`src/rtl/core/perbg_fifo.sv`:
```
// Small register queue between front and back.
// Depends on nothing but its parameters.
module perbg_fifo #(
   parameter int WIDTH = 8,
   parameter int DEPTH = 4
) (
   input  logic             clock,
   input  logic             reset,
   input  logic             in_valid,
   output logic             in_ready,
   input  logic [WIDTH-1:0] in_data,
   output logic             out_valid,
   input  logic             out_pop,
   output logic [WIDTH-1:0] out_data
);
   localparam int PW = (DEPTH > 1) ? $clog2(DEPTH) : 1;
   localparam int CW = $clog2(DEPTH + 1);

   logic [WIDTH-1:0] slot_ff [DEPTH];
   logic [PW-1:0]    wr_ptr_ff, wr_ptr_in, rd_ptr_ff, rd_ptr_in;
   logic [CW-1:0]    count_ff, count_in;
   logic             push, pop;

   always_comb begin
      in_ready  = count_ff != CW'(DEPTH);
      out_valid = count_ff != '0;
      push      = in_valid && in_ready;
      pop       = out_pop && out_valid;
      wr_ptr_in = wr_ptr_ff;
      rd_ptr_in = rd_ptr_ff;
      if (push) begin
         wr_ptr_in = (wr_ptr_ff == PW'(DEPTH - 1)) ? '0 : wr_ptr_ff + PW'(1);
      end
      if (pop) begin
         rd_ptr_in = (rd_ptr_ff == PW'(DEPTH - 1)) ? '0 : rd_ptr_ff + PW'(1);
      end
      count_in = count_ff + CW'(push) - CW'(pop);
   end

   always_ff @(posedge clock) begin
      if (reset) begin
         wr_ptr_ff <= '0;
         rd_ptr_ff <= '0;
         count_ff  <= '0;
      end else begin
         wr_ptr_ff <= wr_ptr_in;
         rd_ptr_ff <= rd_ptr_in;
         count_ff  <= count_in;
      end
   end

   always_ff @(posedge clock) begin
      if (push) begin
         slot_ff[wr_ptr_ff] <= in_data;
      end
   end

   assign out_data = slot_ff[rd_ptr_ff];

endmodule

```
`config.mk`:
```
export PLATFORM = sky130hd
export DESIGN_NAME = perbg_fifo
export DESIGN_NICKNAME = d
export VERILOG_FILES = /design/src/rtl/core/perbg_fifo.sv
export SDC_FILE = /design/constraint.sdc
export NUM_CORES = 1
export LEC_CHECK = 0
export ABC_CLOCK_PERIOD_IN_PS = 2050
export CAP_MARGIN = 0
export CORE_ASPECT_RATIO = 1.4
export CORE_MARGIN = 3
export CORE_UTILIZATION = 46
export DETAILED_ROUTE_END_ITERATION = 10
export DONT_BUFFER_PORTS = 1
export GPL_TIMING_DRIVEN = 0
export SLEW_MARGIN = 30
export SYNTH_ARGS = -nofsm -noshare
export SYNTH_HDL_FRONTEND = slang
export SYNTH_SLANG_ARGS = --single-unit
```
`constraint.sdc`:
```
create_clock -name clock -period 2.05 [get_ports clock]
set_input_delay 0.1025 -clock clock [delete_from_list [all_inputs] [get_ports clock]]
set_output_delay 0.1025 -clock clock [all_outputs]
set_load 0.02 [all_outputs]
```
After elaboration in Yosys (flattened, before gate mapping):

Memories as Yosys holds them, arrays and structs flattened. A register that Yosys moved wholly into a read port is not among the register bits.
Cells that the tools add are included.

* multiplexer cells: 6
* $add $sub $neg: 4
* reductions and logical operators: 3
* eq/ne operators: 3

Operator list (number)
* $mux 2: 4
* $add 2x1->2 const B: 2
* $eq 2x2->1 const B: 2
* $add 3x1->3: 1
* $ne 3x3->1 const B: 1
* $reduce_bool 3->1: 1
* $sub 3x1->3: 1
* $logic_and 1x1->1: 2
* $mux 1: 2

* input bits: 12
* logic and storage cells: 20
* memories: 1
* bits in writable memories: 32
* bits in registers: 7
* output and inout bits: 10

Memories
* slot_ff: words 4, bits a word 8, read ports 1, clocked after memory_dff 1, wr ports 1, line 19 `logic [WIDTH-1:0] slot_ff [DEPTH];`

Logic depth before layout (Yosys ltp):

* depth in word-level cells: 4
* mapped depth: 11
* mapped depth without buffers: 10

Worst setup path before layout:

Ideal clock, no wire load.

* kind: register to register
* start point: register count_ff[1]
* end point: register count_ff[2]
* setup slack: -220 ps
* arrival: 2192 ps
* data required time: 1972 ps
* stages on the path, launching flop included: 12
* buffers on the path: 1
* setup time: 78 ps
* path through: dfxtp_1 or3b_1 buf_6 nand2_1 ha_1 inv_1 ha_1 inv_1 fa_1 xor2_1 and2_2 nor3_1

* cells in the longest elaborated chain, start to end: 4
* elaborated cells on any way between the ends: 6

RTL lines
* start: declaration: line 21 `logic [CW-1:0] count_ff, count_in;`
* start signal: assignment: line 48 `count_ff <= count_in;`
* $ne 3x3->1: line 25 `in_ready = count_ff != CW'(DEPTH);`
* via in_ready: line 10 `output logic in_ready,`
* $logic_and 1x1->1: line 27 `push = in_valid && in_ready;`
* $add 3x1->3: line 37 `count_in = count_ff + CW'(push) - CW'(pop);`
* $sub 3x1->3: line 37

The timed path passes the listed nets, and every way through them passes these cells.
A chain may end at the register's enable or synchronous reset.

Final worst setup path:

Ends and elaborated chain as after synthesis.

==> run_results.csv <==
group,metric,value,unit
logic_synthesis,postSynthRegisterBits,41,
sta,relative_slew_margins,0.6931,
place,dpl.hpwl,1.755,mm
place,finalWeightedCongestion,0.7307,
clocking,cts_tree,"yes",
flow_run,drv_cap,0,
route,drt_first_pass_iters,4,
floorplanning,coreArea,0.003378,sq mm
sta,maxClockFrequency,450.8,MHz
route,antenna_left,0,
sta,setup_tns,-179.6,ps
global_routing,first_global_vias,874,
final_layout,fin_util,0.5737,
sta,final_critical_path_setup_slack,-168.2,ps
clocking,clock_insertion_delay_worst_skew,280,ps
sta,drv_slew,0,
sta,setup_viol,2,
floorplanning,io_pins,22,
clocking,clock-root-buffer,"sky130_fd_sc_hd__clkbuf_8",
sta,grt_setup_unrepaired,"yes",
floorplanning,floorplan.die.height,76.50,um
logic_synthesis,syn-mean-instance-area,17.94,sq um
pwr,vdd_ir_drop_max,0.7405,mV
logic_synthesis,synthCells,91,
final_layout,nets,130,
route,final_routed_wire_length_divided_by_cell_count,17.14,um
clocking,cts_made_buffers,5,
route,postRouteWirelength,2.588,mm
final_layout,share_of_cells_above_drive_strength_1,0.3333,
sta,final_min_period_over_clock_period,1.082,
global_routing,grt_most_used_layer,"met2",
global_routing,overflow,0,
status,failed_checks,"negative setup slack",
place,detailedPlace.worstSlack,-264.5,ps
global_routing,grt_pass1_wl,4.284,mm
route,drt-initial-drc-count,12,
final_layout,layout.cells.most_common,"sky130_fd_sc_hd__edfxtp_1",
logic_synthesis,ys.warnings.count,0,
sta,final_period_minus_worst_setup_slack,2218,ps
worst_hold_path,hold_path.class,"in -> reg",
worst_setup_path,cp_max_fo,8,
floorplanning,die_width,56.36,um
clocking,htreeDepth,2,
global_routing,grt_util_met3,0.05932,
floorplanning,core.rowCount,25,
clocking,cts_buffer_depth,2,
worst_setup_path,category_of_the_worst_setup_path_capture_point,"flip-flop",
worst_setup_path,startpoint_to_endpoint_class_of_the_critical_path,"reg -> reg",
route,detailroute.via_count,808,
worst_setup_path,timing.critical_path.required,2210,ps
sta,clock-skew-final,2.844,ps
global_routing,grt_use_met1,0.1495,
clocking,clk_pin_slew_worst_paths,70,ps
clocking,cts.sinks,41,
global_routing,pin_count_of_the_biggest_net_entering_global_routing,12,
floorplanning,fp.dieArea,0.004311,sq mm
route,drt-vias-per-instance,5.351,
route,route.detailed.drc,0,
sta,hold_viol,0,
final_layout,layout.cells.most_common_list,"sky130_fd_sc_hd__edfxtp_1, sky130_fd_sc_hd__mux4_2, sky130_fd_sc_hd__dlygate4sd3_1",
place,placedInstanceArea,0.001690,sq mm
final_layout,finish.instance_area,0.001938,sq mm
pwr,pd_cells,1174,mW/mm^2
pwr,leakage,0.6785,nW
global_routing,met2_usage,0.2248,
final_layout,antenna_cells,0,
logic_synthesis,count_of_distinct_cell_types_in_the_synthesized_netlist,26,
place,numPortBuffers,0,
logic_synthesis,cell_area_synth,0.001633,sq mm
final_layout,synthesis_to_finish_area_growth,18.70,%
status,status,"finished, violations left",
worst_setup_path,worstPathArrival,2380,ps
floorplanning,floorplan.initialDensity,0.4833,
logic_synthesis,ys_seq_area_frac,0.6989,
final_layout,filler_cells_inserted,275,
global_routing,groute.usage.overall,0.1356,
sta,whs,10.91,ps
global_routing,antenna_found_initial,0,
worst_setup_path,critPathLaunchType,"flip-flop",
sta,worst-slew-pin-transition,460.3,ps
logic_synthesis,syn-num-nets,111,
[final timing paths]
kind,startpoint,endpoint,slack [ps],depth (start not counted)
hold / removal,in_valid,wr_ptr_ff[1]$_SDFFE_PP0P_,10,2
setup reg to reg,count_ff[1]$_SDFF_PP0_,count_ff[2]$_SDFF_PP0_,-170,11
setup / recovery,count_ff[1]$_SDFF_PP0_,count_ff[2]$_SDFF_PP0_,-170,11
hold reg to reg,rd_ptr_ff[0]$_SDFFE_PP0N_,flip-flop,510,2
[worst max-delay path, cell delays in order (launching register included)]
cell and delay, ps:
sky130_fd_sc_hd__dfxtp_4 360, sky130_fd_sc_hd__or3b_1 380, sky130_fd_sc_hd__buf_6 160, sky130_fd_sc_hd__nand2_4 80
sky130_fd_sc_hd__ha_4 200, sky130_fd_sc_hd__inv_4 50, sky130_fd_sc_hd__ha_4 110, sky130_fd_sc_hd__inv_2 30
sky130_fd_sc_hd__fa_2 340, sky130_fd_sc_hd__xor2_2 170, sky130_fd_sc_hd__and2_4 160, sky130_fd_sc_hd__nor3_2 30
[routing by layer]
layer | wire (um) | vias to the layer above
met5 | 0 | -
met4 | 44 | 0
met3 | 151 | 5
met2 | 1405 | 22
met1 | 986 | 402
li1 | - | 379
[power by group]
group	internal (mW)	total (mW)	leakage [nW]	switching, mW
registers	1.04	1.10	0.369	0.0599
logic	0.308	0.693	0.270	0.385
clock network	0.242	0.488	0.0395	0.246
[sequential cells by signal, indices dropped and copies added, names as in the netlist, named ones only]
name       flops
rd_ptr_ff      2
count_ff       3
slot_ff       32
wr_ptr_ff      2
[kinds of logic after synthesis]
family          Yosys count  share of synthesized area
compound gates            6                    0.02452
xor+xnor                  1                   0.005365
fa+ha+maj                 8                    0.06590
buf+inv                   9                    0.02605
flops                    41                     0.6988
mux                       9                     0.1165
simple gates             17                    0.06284
[synth_stat cells, drive strengths merged]
cell type | number | area, sq um
nor2 | 3 | 11.26
a21oi | 1 | 5.000
and2 | 1 | 7.510
fa | 1 | 20.02
nor3 | 1 | 5.000
buf | 3 | 20.01
or3b | 1 | 8.760
o31ai | 1 | 7.510
nand2b | 1 | 6.260
a211o | 2 | 17.52
ha | 7 | 87.58
or3 | 3 | 20.02
nor2b | 1 | 6.260
dfxtp | 9 | 180.2
xor2 | 1 | 8.760
mux2i | 1 | 10.01
inv | 5 | 18.77
nand2 | 2 | 7.510
clkbuf | 1 | 3.750
and3 | 4 | 30.03
o21ai | 2 | 10.01
mux4 | 8 | 180.2
edfxtp | 32 | 960.9
[per-stage QoR]
| step | power (mW) | cells |
|---|---|---|
| final | 2.276 | 151 |
| after global routing | 2.413 | 151 |
| after CTS | 2.265 | 150 |
| after detailed placement | 1.678 | 131 |
| after global placement | 1.661 | 131 |
| after floorplan | 1.578 | 91 |
[final cells by class]
| type | count | area (sq um) | area share |
|---|---|---|---|
| clock buffers | 8 | 80.08 | 0.04132 |
| inverters | 5 | 21.27 | 0.01097 |
| well taps | 40 | 50.05 | 0.02582 |
| plain buffers | 4 | 23.77 | 0.01227 |
| flip-flops and latches | 41 | 1150 | 0.5933 |
| repair buffers | 12 | 110.1 | 0.05681 |
| multi-input cells | 41 | 503.0 | 0.2595 |
[repair_timing]
| action | 4_1_cts | 5_1_grt |
|---|---|---|
| setup buffers | 3 | 1 |
| hold buffers | 8 | 0 |
| resized for setup | 11 | 3 |
| endpoints found under the setup margin | 2 | 2 |
| endpoints found under the hold margin | 32 | 0 |
| pin swaps | 4 | 5 |
| cloned | 0 | 0 |
Note: power is estimated with default switching activity, not from simulation.
