**config.mk**
```make
export PLATFORM = sky130hd
export DESIGN_NAME = perbg_front
export DESIGN_NICKNAME = d
export VERILOG_FILES = /design/src/rtl/core/perbg_pkg.sv /design/src/rtl/core/perbg_front.sv
export SDC_FILE = /design/constraint.sdc
export NUM_CORES = 1
export LEC_CHECK = 0
export BUFFER_PORTS_ARGS = -buffer_cell sky130_fd_sc_hd__buf_2
export CELL_PAD_IN_SITES_DETAIL_PLACEMENT = 0
export CELL_PAD_IN_SITES_GLOBAL_PLACEMENT = 2
export CORE_MARGIN = 3
export CORE_UTILIZATION = 27
export DETAILED_ROUTE_END_ITERATION = 8
export MAX_ROUTING_LAYER = met4
export PLACE_DENSITY_LB_ADDON = 0.1
export SETUP_SLACK_MARGIN = 0.3
export SYNTH_ARGS = -nofsm -noshare
export SYNTH_HDL_FRONTEND = slang
export SYNTH_SLANG_ARGS = --single-unit
```
**constraint.sdc**
```tcl
create_clock -name clock -period 2.3 [get_ports clock]
set_clock_uncertainty 0.1 [all_clocks]
set_input_delay 0.46 -clock clock [delete_from_list [all_inputs] [get_ports clock]]
set_output_delay 0.46 -clock clock [all_outputs]
set_load 0.02 [all_outputs]
```
**src/rtl/core/perbg_pkg.sv**
```systemverilog
// Package for the periodic Burgers 3D stencil block.
// Shared types, constants and saturation helpers; no dependencies.
package perbg_pkg;

   localparam int DATA_W        = 32;
   localparam int POS_W         = 5;
   localparam int POS_VALUES    = 2 ** POS_W;
   localparam int WIDE_W        = 48;
   localparam int MUL_B_W       = 33;
   localparam int SUM_W         = 50;
   localparam int NSUM_W        = 35;
   localparam int MUL_LAT       = 4;
   localparam int DIM_X_DEF     = 32;
   localparam int DIM_Y_DEF     = 32;
   localparam int DIM_Z_DEF     = 32;
   localparam int QUEUE_DEPTH_DEF = 4;
   localparam int CSR_INDEX_W   = 3;

   localparam logic signed [SUM_W-1:0] W48_HI = 50'sh0_7FFF_FFFF_FFFF;
   localparam logic signed [SUM_W-1:0] W48_LO = 50'sh3_8000_0000_0000;
   localparam logic signed [48:0]      W32_HI = 49'sh0_0000_7FFF_FFFF;
   localparam logic signed [48:0]      W32_LO = 49'sh1_FFFF_8000_0000;

   typedef enum logic [CSR_INDEX_W-1:0] {
      CSR_ADVECT = 3'd0,
      CSR_FIRST  = 3'd1,
      CSR_CENTER = 3'd2,
      CSR_DIFFUSE = 3'd3,
      CSR_STEP   = 3'd4
   } csr_index_type;

   typedef enum logic {
      KIND_LOAD   = 1'b0,
      KIND_UPDATE = 1'b1
   } req_kind_type;

   // neighbor read order
   typedef enum logic [2:0] {
      NB_XM = 3'd0,
      NB_XP = 3'd1,
      NB_YM = 3'd2,
      NB_YP = 3'd3,
      NB_ZM = 3'd4,
      NB_ZP = 3'd5
   } nb_slot_type;

   typedef struct packed {
      logic [DATA_W-1:0] advect;
      logic [DATA_W-1:0] first;
      logic [DATA_W-1:0] center;
      logic [DATA_W-1:0] diffuse;
      logic [DATA_W-1:0] step;
   } coef_type;

   // side data that travels beside the multiplier pipes
   typedef struct packed {
      logic              valid;
      logic [POS_W-1:0]  x;
      logic [POS_W-1:0]  y;
      logic [POS_W-1:0]  z;
      logic [DATA_W-1:0] u;
      logic [NSUM_W-1:0] nsum;
      logic [WIDE_W-1:0] cterm;
      logic              sat;
   } carry_type;

   typedef struct packed {
      logic              sat;
      logic [WIDE_W-1:0] val;
   } clamp48_type;

   typedef struct packed {
      logic              sat;
      logic [DATA_W-1:0] val;
   } clamp32_type;

   // queued item: {kind, x, y, z, value, vel_x, vel_y, vel_z}
   function automatic int item_w(input int dx, input int dy, input int dz);
      return 1 + $clog2(dx) + $clog2(dy) + $clog2(dz) + 4 * DATA_W;
   endfunction

   function automatic clamp48_type clamp48(input logic signed [SUM_W-1:0] v);
      clamp48_type r;
      r.sat = (v > W48_HI) || (v < W48_LO);
      if (v > W48_HI) begin
         r.val = W48_HI[WIDE_W-1:0];
      end else if (v < W48_LO) begin
         r.val = W48_LO[WIDE_W-1:0];
      end else begin
         r.val = v[WIDE_W-1:0];
      end
      return r;
   endfunction

   function automatic clamp32_type clamp32(input logic signed [48:0] v);
      clamp32_type r;
      r.sat = (v > W32_HI) || (v < W32_LO);
      if (v > W32_HI) begin
         r.val = W32_HI[DATA_W-1:0];
      end else if (v < W32_LO) begin
         r.val = W32_LO[DATA_W-1:0];
      end else begin
         r.val = v[DATA_W-1:0];
      end
      return r;
   endfunction

endpackage

```
**src/rtl/core/perbg_front.sv**
```systemverilog
// Front end: takes request beats, wraps coordinates into the grid, packs the item.
// Depends on perbg_pkg.
module perbg_front #(
   parameter int DIM_X = perbg_pkg::DIM_X_DEF,
   parameter int DIM_Y = perbg_pkg::DIM_Y_DEF,
   parameter int DIM_Z = perbg_pkg::DIM_Z_DEF,
   localparam int ITEM_W = perbg_pkg::item_w(DIM_X, DIM_Y, DIM_Z)
) (
   input  logic                              clock,
   input  logic                              reset,
   input  logic                              req_valid,
   output logic                              req_ready,
   input  logic                              req_type,
   input  logic [perbg_pkg::POS_W-1:0]       req_pos_x,
   input  logic [perbg_pkg::POS_W-1:0]       req_pos_y,
   input  logic [perbg_pkg::POS_W-1:0]       req_pos_z,
   input  logic signed [perbg_pkg::DATA_W-1:0] req_cell_value,
   input  logic signed [perbg_pkg::DATA_W-1:0] req_vel_x,
   input  logic signed [perbg_pkg::DATA_W-1:0] req_vel_y,
   input  logic signed [perbg_pkg::DATA_W-1:0] req_vel_z,
   output logic                              out_valid,
   input  logic                              out_ready,
   output logic [ITEM_W-1:0]                 out_data
);
   import perbg_pkg::*;

   localparam int XW = $clog2(DIM_X);
   localparam int YW = $clog2(DIM_Y);
   localparam int ZW = $clog2(DIM_Z);

   logic [XW-1:0] xtab [POS_VALUES];
   logic [YW-1:0] ytab [POS_VALUES];
   logic [ZW-1:0] ztab [POS_VALUES];

   logic              valid_ff, valid_in;
   logic [ITEM_W-1:0] item_ff, item_in;
   logic              accept;

   // coordinate modulo dimension, one constant table per axis
   for (genvar i = 0; i < POS_VALUES; i++) begin : g_wrap
      assign xtab[i] = XW'(i % DIM_X);
      assign ytab[i] = YW'(i % DIM_Y);
      assign ztab[i] = ZW'(i % DIM_Z);
   end

   always_comb begin
      req_ready = !valid_ff || out_ready;
      accept    = req_valid && req_ready;
      item_in   = {req_type, xtab[req_pos_x], ytab[req_pos_y], ztab[req_pos_z],
                   req_cell_value, req_vel_x, req_vel_y, req_vel_z};
      valid_in  = accept || (valid_ff && !out_ready);
   end

   always_ff @(posedge clock) begin
      if (reset) begin
         valid_ff <= 1'b0;
      end else begin
         valid_ff <= valid_in;
      end
   end

   always_ff @(posedge clock) begin
      if (accept) begin
         item_ff <= item_in;
      end
   end

   assign out_valid = valid_ff;
   assign out_data  = item_ff;

endmodule

```
# After elaboration in Yosys (flattened, before gate mapping)
# Memory sizes are Yosys's and may differ from the RTL's. A register that Yosys moved wholly into a read port is not among the register bits.
# Index checks and enable logic that the tools add are counted.
# op_classes
div,0
mul,0
addsub,0
mux,6
bitwise_logic,3
n_eq_ne,0
shifts,0
reduce_logical,6
magnitude_cmp,3
# op_table
operator,n
$mux 5,6
$ge 6x6->1 const B,3
$not 5->6,3
$logic_and 1x1->1,2
$logic_not 1->1,2
$logic_or 1x1->1,2
# totals
word_cells,23
regBits,145
out_inout_bits,146
ram_bits,0
mem_bits_ro,480
latch_bits,0
n_memories,3
input_bits,148
# mem_list
name,words,width,read_ports,rd_clocked_by_memory_dff,wr,line_no,rtl
(no name shown),32,5,1,1,0,perbg_front.sv:49,"item_in = {req_type, xtab[req_pos_x], ytab[req_pos_y], ztab[req_pos_z],"
(no name shown),32,5,1,1,0,perbg_front.sv:49,
(no name shown),32,5,1,1,0,perbg_front.sv:49,

# Logic depth before layout (Yosys ltp)
# Gate-level depths: netlist of the first run.
# depth
ltp_word,4
mapped_depth,2
depth_no_buf,2

# Least setup slack after synthesis of the first run
# No wires, ideal clock.
# synth_timing
path_type,input to register
from,in out_ready
to,"reg item_ff[0] (netlist: out_data[0]), enable pin"
cell_stages,2
setup_slack_ps,97
setup_ps,404
path_buffers,0
arrival_time_ps,1700
cell_sequence,nand2b_4 -> and2_4
# synth_between
elab_chain_cells,2
# synth_rtl
item,line_no,rtl
"start, declared",perbg_front.sv:22,"input logic out_ready,"
$logic_or 1x1->1,perbg_front.sv:47,req_ready = !valid_ff || out_ready;
$logic_and 1x1->1,perbg_front.sv:48,accept = req_valid && req_ready;
net accept,perbg_front.sv:37,logic accept;
"end signal, assigned",perbg_front.sv:64,item_ff <= item_in;
"end, declared",perbg_front.sv:36,"logic [ITEM_W-1:0] item_ff, item_in;"
# The timed path passes the listed nets, and every way through them passes these cells.
# A chain may end at the register's enable or synchronous reset.

# Worst setup path in the final report of the first run
# layout_timing
from,reg valid_ff (netlist: out_valid)
to,out req_ready
# layout_between
elab_chain_cells,2
# layout_rtl
item,line_no,rtl
"start, declared",perbg_front.sv:35,"logic valid_ff, valid_in;"
"start signal, assigned",perbg_front.sv:58,valid_ff <= valid_in;
$logic_not 1->1,perbg_front.sv:47,
$logic_or 1x1->1,perbg_front.sv:47,
"end, declared",perbg_front.sv:12,"output logic req_ready,"
# No other way between the ends.

==> results_dict.tcl, run 1 <==
set metrics [dict create \
    timing.hold.ws_ns 0.115 \
    fp.dieH_microns 133 \
    drc_errors 0 \
    drt_first_pass_iters 4 \
    syn_area_sq_um 4380 \
    cts_buffers 17 \
    setup_violations 0 \
    fin_crit_sh_pct 67.9 \
    swShare_pct 21.6 \
    die_w_microns 133 \
    dieArea_sq_um 17800 \
    synth_top_area_cell "edfxtp_1" \
    path_clk_slew_ns 0.05 \
    cts_tree "built" \
    max_freq_mhz 640 \
    syn_inst 149 \
    syn-mean-instance-area_sq_um 29.4 \
    finalWorstSetupSlack_ns 0.737 \
    max_stage_delay_ns 0.37 \
    area_growth_pct 52.7 \
    initial_core_util_pct 28.2 \
    synth-seq-cells 145 \
    synth.top_cell.area_share_pct 98.7 \
    synth.distinct_cells 6 \
    worstMarginPinSlew_ns 0.422 \
    min-delay-start "reset" \
    crit_family "flip-flops" \
    clockPowerShare_pct 40.6 \
    io_buffers 293 \
    io_pins 294 \
    max-slew-margin-rel_pct 71.9 \
    cap_viol_max_count 0 \
    vias_per_cell 3.89 \
    crit_fanout 3 \
    pre_cts_ws_ns 0.620 \
    critPathKind "register to output port" \
    cts_root_buffer "clkbuf_16" \
    avgRoutedWirePerCell_microns 16.7 \
    stdcell_count 687 \
    path_buf_inv 1 \
    insertion_delay_ns 0.40 \
    ctsResizeCount 0 \
    slew_viol_final 0 \
    cp-startpoint "out_valid$_SDFF_PP0_" \
    syn_nets 297 \
    p_leak_uw 0.00285 \
    p_sw_uw 1340 \
    crit_path_end_kind "output port" \
    drive_gt1_share_pct 67.7 \
    clockBufferDepth 2 \
    htreeDepth 4 \
    globalplace.congestion 0.717 \
    clkSinkCount 145 \
    rsz0062_at_grt "no" \
    hold_violations 0 \
    gr-total-overflow 0 \
    r2r_slack_ns 0.87 \
    rr_startpoint "out_valid$_SDFF_PP0_" \
    worstSetupStartpointType "register" \
    layout.nets 611 \
    grtUsageTotal_pct 13.2 \
    power.share.combinational_pct 8.8 \
    yosysWarnings 0 \
    dp_cells 655 \
    status "finished clean" \
    worstPathRequired_ns 1.74 \
    core_sq_um 15500 \
    hp-class "input port to register" \
    intPower_uw 4850 \
    drt_iter0_drc 130 \
    hold_buffers 0 \
    antenna_left 0 \
    antenna_found_initial 2 \
    setup_tns_ns 0 \
    cts_setup_buffers 0 \
    ys_seq_area_share_pct 99.2 \
    grt_pass1_wl_microns 16500 \
    p_seq_share_pct 50.6 \
    crit_slowest_cell "dfxtp_1" \
    grt_max_degree 79 \
    rows 45 \
    vdd_drop_max_mv 0.434 \
    vias 2675 \
    power_density_nw_per_um2 924 \
    synth.top_cells.by_area "edfxtp_1, dfxtp_1, nand2b_4, a21oi_2, and2_4" \
    routed_wl_microns 11500 \
    crit_arrival_ns 1.00 \
    grt_pass1_vias 2837 \
    path_cells "nand2b_4 -> buf_2" \
    fin_crit_ns 1.56 \
]
cell usage in the layout (no fill, tap or decap):
master	n
buf_12	2
a21oi_2	1
clkinv_2	4
inv_1	1
buf_2	293
clkinv_1	4
dfxtp_1	1
edfxtp_1	144
diode_2	2
clkbuf_1	3
bufinv_16	2
nand2b_4	1
and2_4	1
clkbuf_16	17
routing by layer:
| metal | share of wire, % | vias to the layer above | wire (microns) | GRT usage, % |
|---|---|---|---|---|
| met1 | 34 | 1231 | 3870 | 12.5 |
| met2 | 51 | 186 | 5810 | 21.8 |
| met4 | 2.2 | 0 | 250 | 6.23 |
| met5 | 0 | - | 0 | - |
| li1 | - | 1241 | - | - |
| met3 | 13 | 17 | 1530 | 7.59 |
Yosys cell counts:
cell      instances
and2_4            1
a21oi_2           1
edfxtp_1        144
nand2b_4          1
inv_1             1
dfxtp_1           1
power groups by stage:
stage	logic [uW]	registers (uW)	clock network, uW
global route	584	3140	2700
floorplan	51.1	3390	0
detailed placement	556	3180	0
finish	545	3130	2510
global placement	554	3180	0
CTS	557	3130	2590
area by class of cell:
type	count	area, sq um
diodes	2	5.00
clock buffers	20	437
clock inverters	10	95.1
fillers	1455	8850
inverters	1	3.75
multi-input cells	3	31.3
flip-flops and latches	145	4340
well taps	211	264
repair buffers	295	1510
cell families (layout without fill, tap and decap cells):
kind of cell | Yosys count | count (layout) | share of synthesized area [%]
DFF | 145 | 145 | 99.2
AOI/OAI and AO/OA | 1 | 1 | 0.200
other | 0 | 2 | 0
and+or+nand+nor | 2 | 2 | 0.514
buffers and inverters | 1 | 326 | 0.0856
per-stage QoR:
stage / power [uW] / cell area [sq um] / utilization, %
finish: 6180 / 6690 / 43.0
floorplan: 3440 / 4380 / -
global route: 6430 / 6690 / 43.0
CTS: 6280 / 6680 / 43.0
detailed placement: 3740 / 6150 / 39.6
global placement: 3730 / 6150 / 39.6
state kept, by name (all words and copies together) (netlist names):
signal,cells
out_data,144
out_valid,1
path summary, 6_finish.rpt:
path	cells after the start	end
worst min register to register	2	out_valid$_SDFF_PP0_
worst min-delay path	2	out_valid$_SDFF_PP0_
worst max register to register	3	out_data[130]$_DFFE_PP_
worst max-delay path	2	req_ready
Note: power is estimated with default switching activity, not from simulation.
==> run 2: changes to the inputs <==
Settings changed: ABC_AREA from default to 1.
Clock period 2.3 ns to 1.5 ns, I/O delays scaled along.
==> run 2 against run 1 <==
The flow now stops in 4_1_cts. Synthesized cell count increased by 0.67%. Area after synthesis decreased by 0.17%.
==> results_dict.tcl, run 2 <==
set metrics [dict create \
    status "did not finish" \
    stop_stage "4_1_cts" \
    tool.error "[ERROR RSZ-0060] Max buffer count reached." \
    cts_root_buffer "clkbuf_16" \
    die_w_microns 133 \
    synth_top_family_by_area "compound AO/OA/AOI/OAI gates" \
    synth.top_cell.area_share_pct 98.9 \
    io_buffers 293 \
    yosysMostFrequentCell "edfxtp_1" \
    hold_buffers 142 \
    syn_inst 150 \
    clockBufferDepth 2 \
    dpl.hpwl_microns 8950 \
    syn-mean-instance-area_sq_um 29.1 \
    synth.top_cells.by_area "edfxtp_1, dfxtp_1, a21oi_2, nand2_2, a21oi_1" \
    io_pins 294 \
    synth_fa_ha_area_share_pct 0 \
    htreeDepth 4 \
    globalplace.congestion 0.753 \
    ctsResizeCount 131 \
    ys_seq_area_share_pct 99.4 \
    syn_area_sq_um 4370 \
    fp.dieH_microns 133 \
    initial_core_util_pct 28.1 \
    clkSinkCount 145 \
    cts_buffers 17 \
    synth-seq-cells 145 \
    async_flop_share_pct 0 \
    synthMuxAreaShare_pct 0 \
    yosysWarnings 0 \
    synth-simple-area-share_pct 0.143 \
    synthXorXnorAreaFrac_pct 0 \
    synth_compound_area_share_pct 0.315 \
    synth.distinct_cells 7 \
    syn_nets 298 \
    synth_top_area_cell "edfxtp_1" \
    synth-edff-count 144 \
    rows 45 \
    synth-main-ff-cell "edfxtp_1" \
    cts_setup_buffers 6 \
]
run 2: kinds of logic after synthesis:
| logic type | count (synthesis) |
|---|---|
| buffers and inverters | 2 |
| DFF | 145 |
| AOI/OAI and AO/OA | 2 |
| and+or+nand+nor | 1 |
run 2: metrics by stage:
step                instance area, sq um  worst slack (ns)  TNS [ns]  cells
floorplan                           4390             -1.83   -264.07    150
global placement                    6270            0.0484         0    664
detailed placement                  6270            0.0443         0    664
==> run 3: changes to the inputs <==
Settings changed: CELL_PAD_IN_SITES_DETAIL_PLACEMENT 0 to default, CELL_PAD_IN_SITES_GLOBAL_PLACEMENT 2 to default, CORE_AREA from default to 3 3 112 114, CORE_MARGIN 3 to default, CORE_UTILIZATION 27 to default, DIE_AREA from default to 0 0 115 117, MAX_ROUTING_LAYER met4 to default, PLACE_DENSITY_LB_ADDON 0.1 to 0.15, SETUP_SLACK_MARGIN 0.3 to default.
==> run 3 against run 2 <==
The run again fails in 4_1_cts. Area after synthesis did not move. Synthesized cell count did not move.
==> results_dict.tcl, run 3 <==
set metrics [dict create \
    status "did not finish" \
    stop_stage "4_1_cts" \
    tool.error "[ERROR RSZ-0060] Max buffer count reached." \
    synth_top_area_cell "edfxtp_1" \
    synth-seq-cells 145 \
    initial_core_util_pct 38.0 \
    die_w_microns 115 \
    async_flop_share_pct 0 \
    cts_buffers 17 \
    io_buffers 293 \
    syn_nets 298 \
    synth-edff-count 144 \
    ys_seq_area_share_pct 99.4 \
    hold_buffers 127 \
    synth.top_cells.by_area "edfxtp_1, dfxtp_1, a21oi_2, nand2_2, a21oi_1" \
    dpl.hpwl_microns 8570 \
    yosysWarnings 0 \
    syn-mean-instance-area_sq_um 29.1 \
    htreeDepth 4 \
    cts_setup_buffers 0 \
    ctsResizeCount 0 \
    rows 39 \
    syn_area_sq_um 4370 \
    globalplace.congestion 0.714 \
    clockBufferDepth 2 \
    synth-main-ff-cell "edfxtp_1" \
    cts_root_buffer "clkbuf_16" \
    syn_inst 150 \
    synth.top_cell.area_share_pct 98.9 \
    fp.dieH_microns 117 \
    dp_cells 597 \
    clkSinkCount 145 \
    synth.distinct_cells 7 \
    io_pins 294 \
    yosysMostFrequentCell "edfxtp_1" \
]
run 3: through the flow:
| step | TNS (ns) | hold WS, ns | area [sq um] | setup WS, ns |
|---|---|---|---|---|
| after floorplan | -264.07 | 0.253 | 4390 | -1.83 |
| after global placement | 0 | 0.363 | 6190 | 0.0895 |
| after detailed placement | 0 | 0.366 | 6190 | 0.0805 |
run 3: cell families after synthesis:
family                 after synthesis  synth area share, %
AO/OA/AOI/OAI                        2                0.315
buffers and inverters                2                0.172
flip-flops                         145                 99.4
AND/OR/NAND/NOR                      1                0.143
